$ cat src/rtl/core/ppts_pkg.sv
// shared types and constants for the paper texture shader
`default_nettype none
package ppts_pkg;

  // request payloads
  typedef struct packed {
    logic [11:0] x_pos;
    logic [11:0] y_pos;
  } pix_in_t;

  typedef struct packed {
    logic [7:0] red;
    logic [7:0] green;
    logic [7:0] blue;
  } pix_out_t;

  // configuration port
  localparam int CFG_IDX_W  = 3;
  localparam int CFG_DATA_W = 32;
  localparam logic [CFG_IDX_W-1:0] REG_SEED   = 3'd0;
  localparam logic [CFG_IDX_W-1:0] REG_X_STEP = 3'd1;
  localparam logic [CFG_IDX_W-1:0] REG_Y_STEP = 3'd2;
  localparam logic [CFG_IDX_W-1:0] REG_GRAIN  = 3'd3;
  localparam logic [CFG_IDX_W-1:0] REG_AGE    = 3'd4;

  // lattice hash multipliers
  localparam logic [31:0] HASH_X  = 32'd374761393;
  localparam logic [31:0] HASH_Y  = 32'd668265263;
  localparam logic [31:0] HASH_S  = 32'd1442695041;
  localparam logic [31:0] HASH_M  = 32'd1274126177;
  localparam logic [31:0] HASH_XY = 32'd1043026656;

  // datapath widths
  localparam int POS_W   = 12;
  localparam int NOISE_W = 19;
  localparam int FBM_W   = 20;
  localparam int MULT_W  = 9;

  // color mix weights in q.12 and base colors
  localparam int W_BROAD  = 9830;
  localparam int W_MEDIUM = 5120;
  localparam int W_FINE   = 2662;
  localparam int W_GREEN  = 3768;
  localparam int W_BLUE   = 3195;
  localparam int BASE_R   = 251;
  localparam int BASE_G   = 249;
  localparam int BASE_B   = 242;

  // pipeline depth by section
  localparam int FRONT_LAT  = 2;
  localparam int OCT_LAT    = 7;
  localparam int LAYER_LAT  = 2;
  localparam int COLOR_LAT  = 3;
  localparam int PIPE_DEPTH = FRONT_LAT + OCT_LAT + LAYER_LAT + COLOR_LAT;

endpackage
`default_nettype wire

$ cat src/rtl/core/ppts_color.sv
// grain and ageing mix into the base color, three register stages
`default_nettype none
module ppts_color import ppts_pkg::*; (
  input  logic                     clk,
  input  logic                     en,
  input  logic signed [FBM_W-1:0]  broad,
  input  logic signed [FBM_W-1:0]  middle,
  input  logic signed [FBM_W-1:0]  fine,
  input  logic signed [FBM_W-1:0]  aged,
  input  logic [15:0]              grain_gain,
  input  logic [15:0]              age_gain,
  output pix_out_t                 rgb
);

  // truncate q15 to integer and clamp to 0..255
  function automatic logic [7:0] clamp8(input logic signed [33:0] v);
    logic [18:0] iv;
    iv = v[33:15];
    if (v < 0) return 8'd0;
    if (iv > 19'd255) return 8'd255;
    return iv[7:0];
  endfunction

  // stage 1: weighted grain sum, age bias
  logic signed [35:0] vs_r;
  logic signed [20:0] age0_r;
  // stage 2: gain products
  logic signed [40:0] vp_r;
  logic signed [37:0] ap_r;
  // stage 3: channel weights
  logic signed [28:0] var2_r;
  logic signed [41:0] gp_r, bp_r;
  logic signed [25:0] age_r;

  logic signed [23:0] var1;
  logic signed [28:0] var2;
  assign var1 = vs_r[35:12];
  assign var2 = vp_r[40:12];

  always_ff @(posedge clk) begin
    if (en) begin
      vs_r   <= 36'(broad) * 36'(W_BROAD) + 36'(middle) * 36'(W_MEDIUM)
              + 36'(fine) * 36'(W_FINE);
      age0_r <= 21'(aged >>> 1) + 21'sd16384;
      vp_r   <= 41'(var1) * $signed(41'(grain_gain));
      ap_r   <= 38'(age0_r) * $signed(38'(age_gain));
      var2_r <= var2;
      gp_r   <= 42'(var2) * 42'(W_GREEN);
      bp_r   <= 42'(var2) * 42'(W_BLUE);
      age_r  <= ap_r[37:12];
    end
  end

  // final sums per channel
  logic signed [33:0] rs, gs, bs;
  assign rs = 34'(BASE_R * 32768) + 34'(var2_r);
  assign gs = 34'(BASE_G * 32768) + 34'(gp_r >>> 12) + 34'(age_r) * 34'sd5;
  assign bs = 34'(BASE_B * 32768) + 34'(bp_r >>> 12) + 34'(age_r) * 34'sd3;

  assign rgb.red   = clamp8(rs);
  assign rgb.green = clamp8(gs);
  assign rgb.blue  = clamp8(bs);

endmodule
`default_nettype wire

$ cat config.mk
export PLATFORM = sky130hd
export DESIGN_NAME = ppts_color
export DESIGN_NICKNAME = d
export VERILOG_FILES = /design/src/rtl/core/ppts_pkg.sv /design/src/rtl/core/ppts_color.sv
export SDC_FILE = /design/constraint.sdc
export NUM_CORES = 2
export LEC_CHECK = 0
export ABC_AREA = 1
export BUFFER_PORTS_ARGS = -buffer_cell sky130_fd_sc_hd__buf_4
export CAP_MARGIN = 20
export CORE_ASPECT_RATIO = 0.9
export CORE_MARGIN = 3
export CORE_UTILIZATION = 40
export DETAILED_ROUTE_END_ITERATION = 6
export GPL_ROUTABILITY_DRIVEN = 0
export HOLD_SLACK_MARGIN = 0.05
export PLACE_DENSITY = 0.62
export SYNTH_ARGS = -nofsm -noshare
export SYNTH_HDL_FRONTEND = slang
export SYNTH_SLANG_ARGS = --single-unit
$ cat constraint.sdc
create_clock -name clk -period 6.6 [get_ports clk]
set_clock_uncertainty 0.1 [all_clocks]
set_input_delay 1.32 -clock clk [delete_from_list [all_inputs] [get_ports clk]]
set_output_delay 1.32 -clock clk [all_outputs]
set_load 0.02 [all_outputs]
==> results.md <==
* DRC at 0
* Final worst setup slack at -412 ps
* CP most frequent cell: fa_1
* # IOs at 138
* Synth warn at 0
* Most common cell after layout, fill and taps aside: inv_1
* Vias in the first global route at 58592
* Status: complete, but fails checks
* Most frequent cells in the layout: inv_1 (2398), nand2_1 (1570), fa_1 (1235)
* Fin. max-slew vios at 0
* H-tree Lvls at 4
* Kind of critical path: input pin to register
* Die Wd at 439 um
* Violated checks: setup timing
* Post-synth ARST share at 0%
* Detail Placement HPWL at 161 mm
* Mean Syn Cell Area at 8.19 sq um
* Vias/cell at 4.83
* Tcrit/Tclk final at 106%
* MaxCap Viol Count at 0
* Slew HR at 43.7%
* Fin nets at 11294
* # rows at 142
* TritonCTS clock tree: done
* Final Hold Violating Endpoints at 0
* Crit start category: input pin
* Inst Count DP at 11239
* CTS Buf Count at 17
* Layout cells sized above 1 at 15.3%
* Synthesized cell area at 67600 sq um
* Post-synth EDFFs at 197
* Crit-path max cell delay at 530 ps
* First-pass GRT wire length at 300 mm
* Syn nets at 10496
* Die height at 396 um
* Clk slew on worst S/H paths at 90 ps
* Hold path start: ap_r[20]
* Starting Density at 40.4%
* #FFs+latches synth at 197
* Max Fclk at 0.143 GHz
* CP Max Fanout at 5
* Finished Layout Cells at 11304
* Worst Path Required at 6800 ps
* CP Capture Type: register
* Initial antenna violation count at 9
* CTS Root Cell: clkbuf_16
* Router iterations before antenna repair at 6
* Hold WC Path Type: register to register
* Yosys cell types at 58
* Core Area at 167000 sq um
* Grt ovf at 0
* Slowest cell on crit path: fa_1
* Pin count of the biggest net entering global routing at 120
* Setup violators final at 17
* WL/cell at 16.0 um
* Arr. time, crit path at 7210 ps
* Slew @ Worst Pin at 845 ps
* CP startpoint: broad[6]
* Synth Flop Type: edfxtp_1
* Port Buf Inserts at 136
* Worst skew pair latency at 540 ps
* Total number of vias at 54549
* Min Tclk post-route at 7010 ps
* Die area at 174000 sq um
* Unrepaired setup endpoints after global routing: yes
* Routed wire length at 181 mm
* Gr usage total at 21.4%
* Initial DRC Count at 3310
* Crit Reg-Reg Startpoint: age0_r[7]
* CTS Buffer Depth at 2
* Post-Syn Instances at 8256
* Sequential share of the synthesized area at 8.75%
* Number of routed nets with antenna violations at 0
* Clock sinks at 197
* Area Growth Syn to Fin at 18.5%
-- critical path, delay by kind of cell --
kind / cells / cell delay [ps]
xor gates and xnor gates: 2 / 410
adders and majority gates: 9 / 3600
and+or+nand+nor: 4 / 450
AOI/OAI and AO/OA: 6 / 740
buffers and inverters: 6 / 660
-- synth_stat cells, types with 9 or more instances --
cell      instances  area [sq um]
nand3b_1          9          67.6
nand2_1        1620          6080
o21ai_1          18          90.1
nor2_2           23           144
o21a_1           23           173
a31oi_1          38           238
nor4_1           18           113
fa_1           1244         24900
nor3_1           41           205
xnor2_1          90           788
a221oi_1          9          78.8
nor2_1          374          1400
inv_1          2435          9140
a21oi_1         348          1740
ha_1            882         11000
o21bai_1         25           188
nand2_2          20           125
xor2_1          173          1520
inv_2            10          37.5
o21ai_0         175           876
nand3_1         151           756
clkbuf_1        150           563
edfxtp_1        197          5920
nand4_1          42           263
a21o_1           37           278
-- per-stage QoR --
step           hold slack [ps]  cell area [sq um]  setup slack (ps)  utilization, %  TNS (ps)
6_report                   318              80100              -412            47.9     -4350
5_1_grt                    325              80100              -579            47.9     -6940
4_1_cts                    315              79000              -224            47.2     -1600
3_5_place_dp               305              77400             -1070            46.3    -28920
3_3_place_gp               304              77400              -943            46.3    -25820
2_1_floorplan              300              68300              -239               -     -1120
-- what timing repair did --
action,CTS,global route
pin swaps,81,108
gates resized for setup,156,219
endpoints found under the setup margin,17,49
gates cloned,0,0
endpoints found under the hold margin,0,0
hold buffers,0,0
buffers inserted,11,21
-- registers in the layout, summed over array words and instances, names as in the netlist --
signal	cells
age0_r	20
bp_r	30
vp_r	29
vs_r	24
age_r	25
var2_r	14
ap_r	25
gp_r	30
-- routing by layer --
layer / global-route usage [%] / vias to the layer above / share of wire (%)
li1: - / 26224 / -
met1: 29.7 / 26637 / 46
met2: 35.7 / 1445 / 47
met3: 2.63 / 235 / 5.4
met4: 4.94 / 8 / 2.1
met5: 0 / - / 0.036
-- kinds of logic after synthesis --
group	Yosys count	synth area share, %
adder cells (fa/ha/maj)	2126	53.1
flip-flops	197	8.75
buffers and inverters	2597	14.4
AO/OA/AOI/OAI	747	6.33
AND/OR/NAND/NOR	2326	14.0
XOR/XNOR	263	3.41
-- layout make-up --
type / count / area (sq um)
clock inverters: 15 / 209
clock buffers: 17 / 425
flip-flops and latches: 197 / 5920
inverters: 2446 / 9190
repair buffers: 930 / 7320
multi-input cells: 5462 / 54300
diodes: 5 / 12.5
well taps: 2232 / 2790
fillers: 15866 / 87100
-- final timing paths --
check                           endpoint  slack, ps  depth (start not counted)
worst max register to register  ap_r[33]        340                         21
worst min register to register  age_r[8]        320                          0
worst max-delay path            vs_r[33]       -410                         27
worst min-delay path            age_r[8]        320                          0
Power is not shown: default switching activity piles up to over one toggle a cycle in this logic, so the estimate is an artifact.
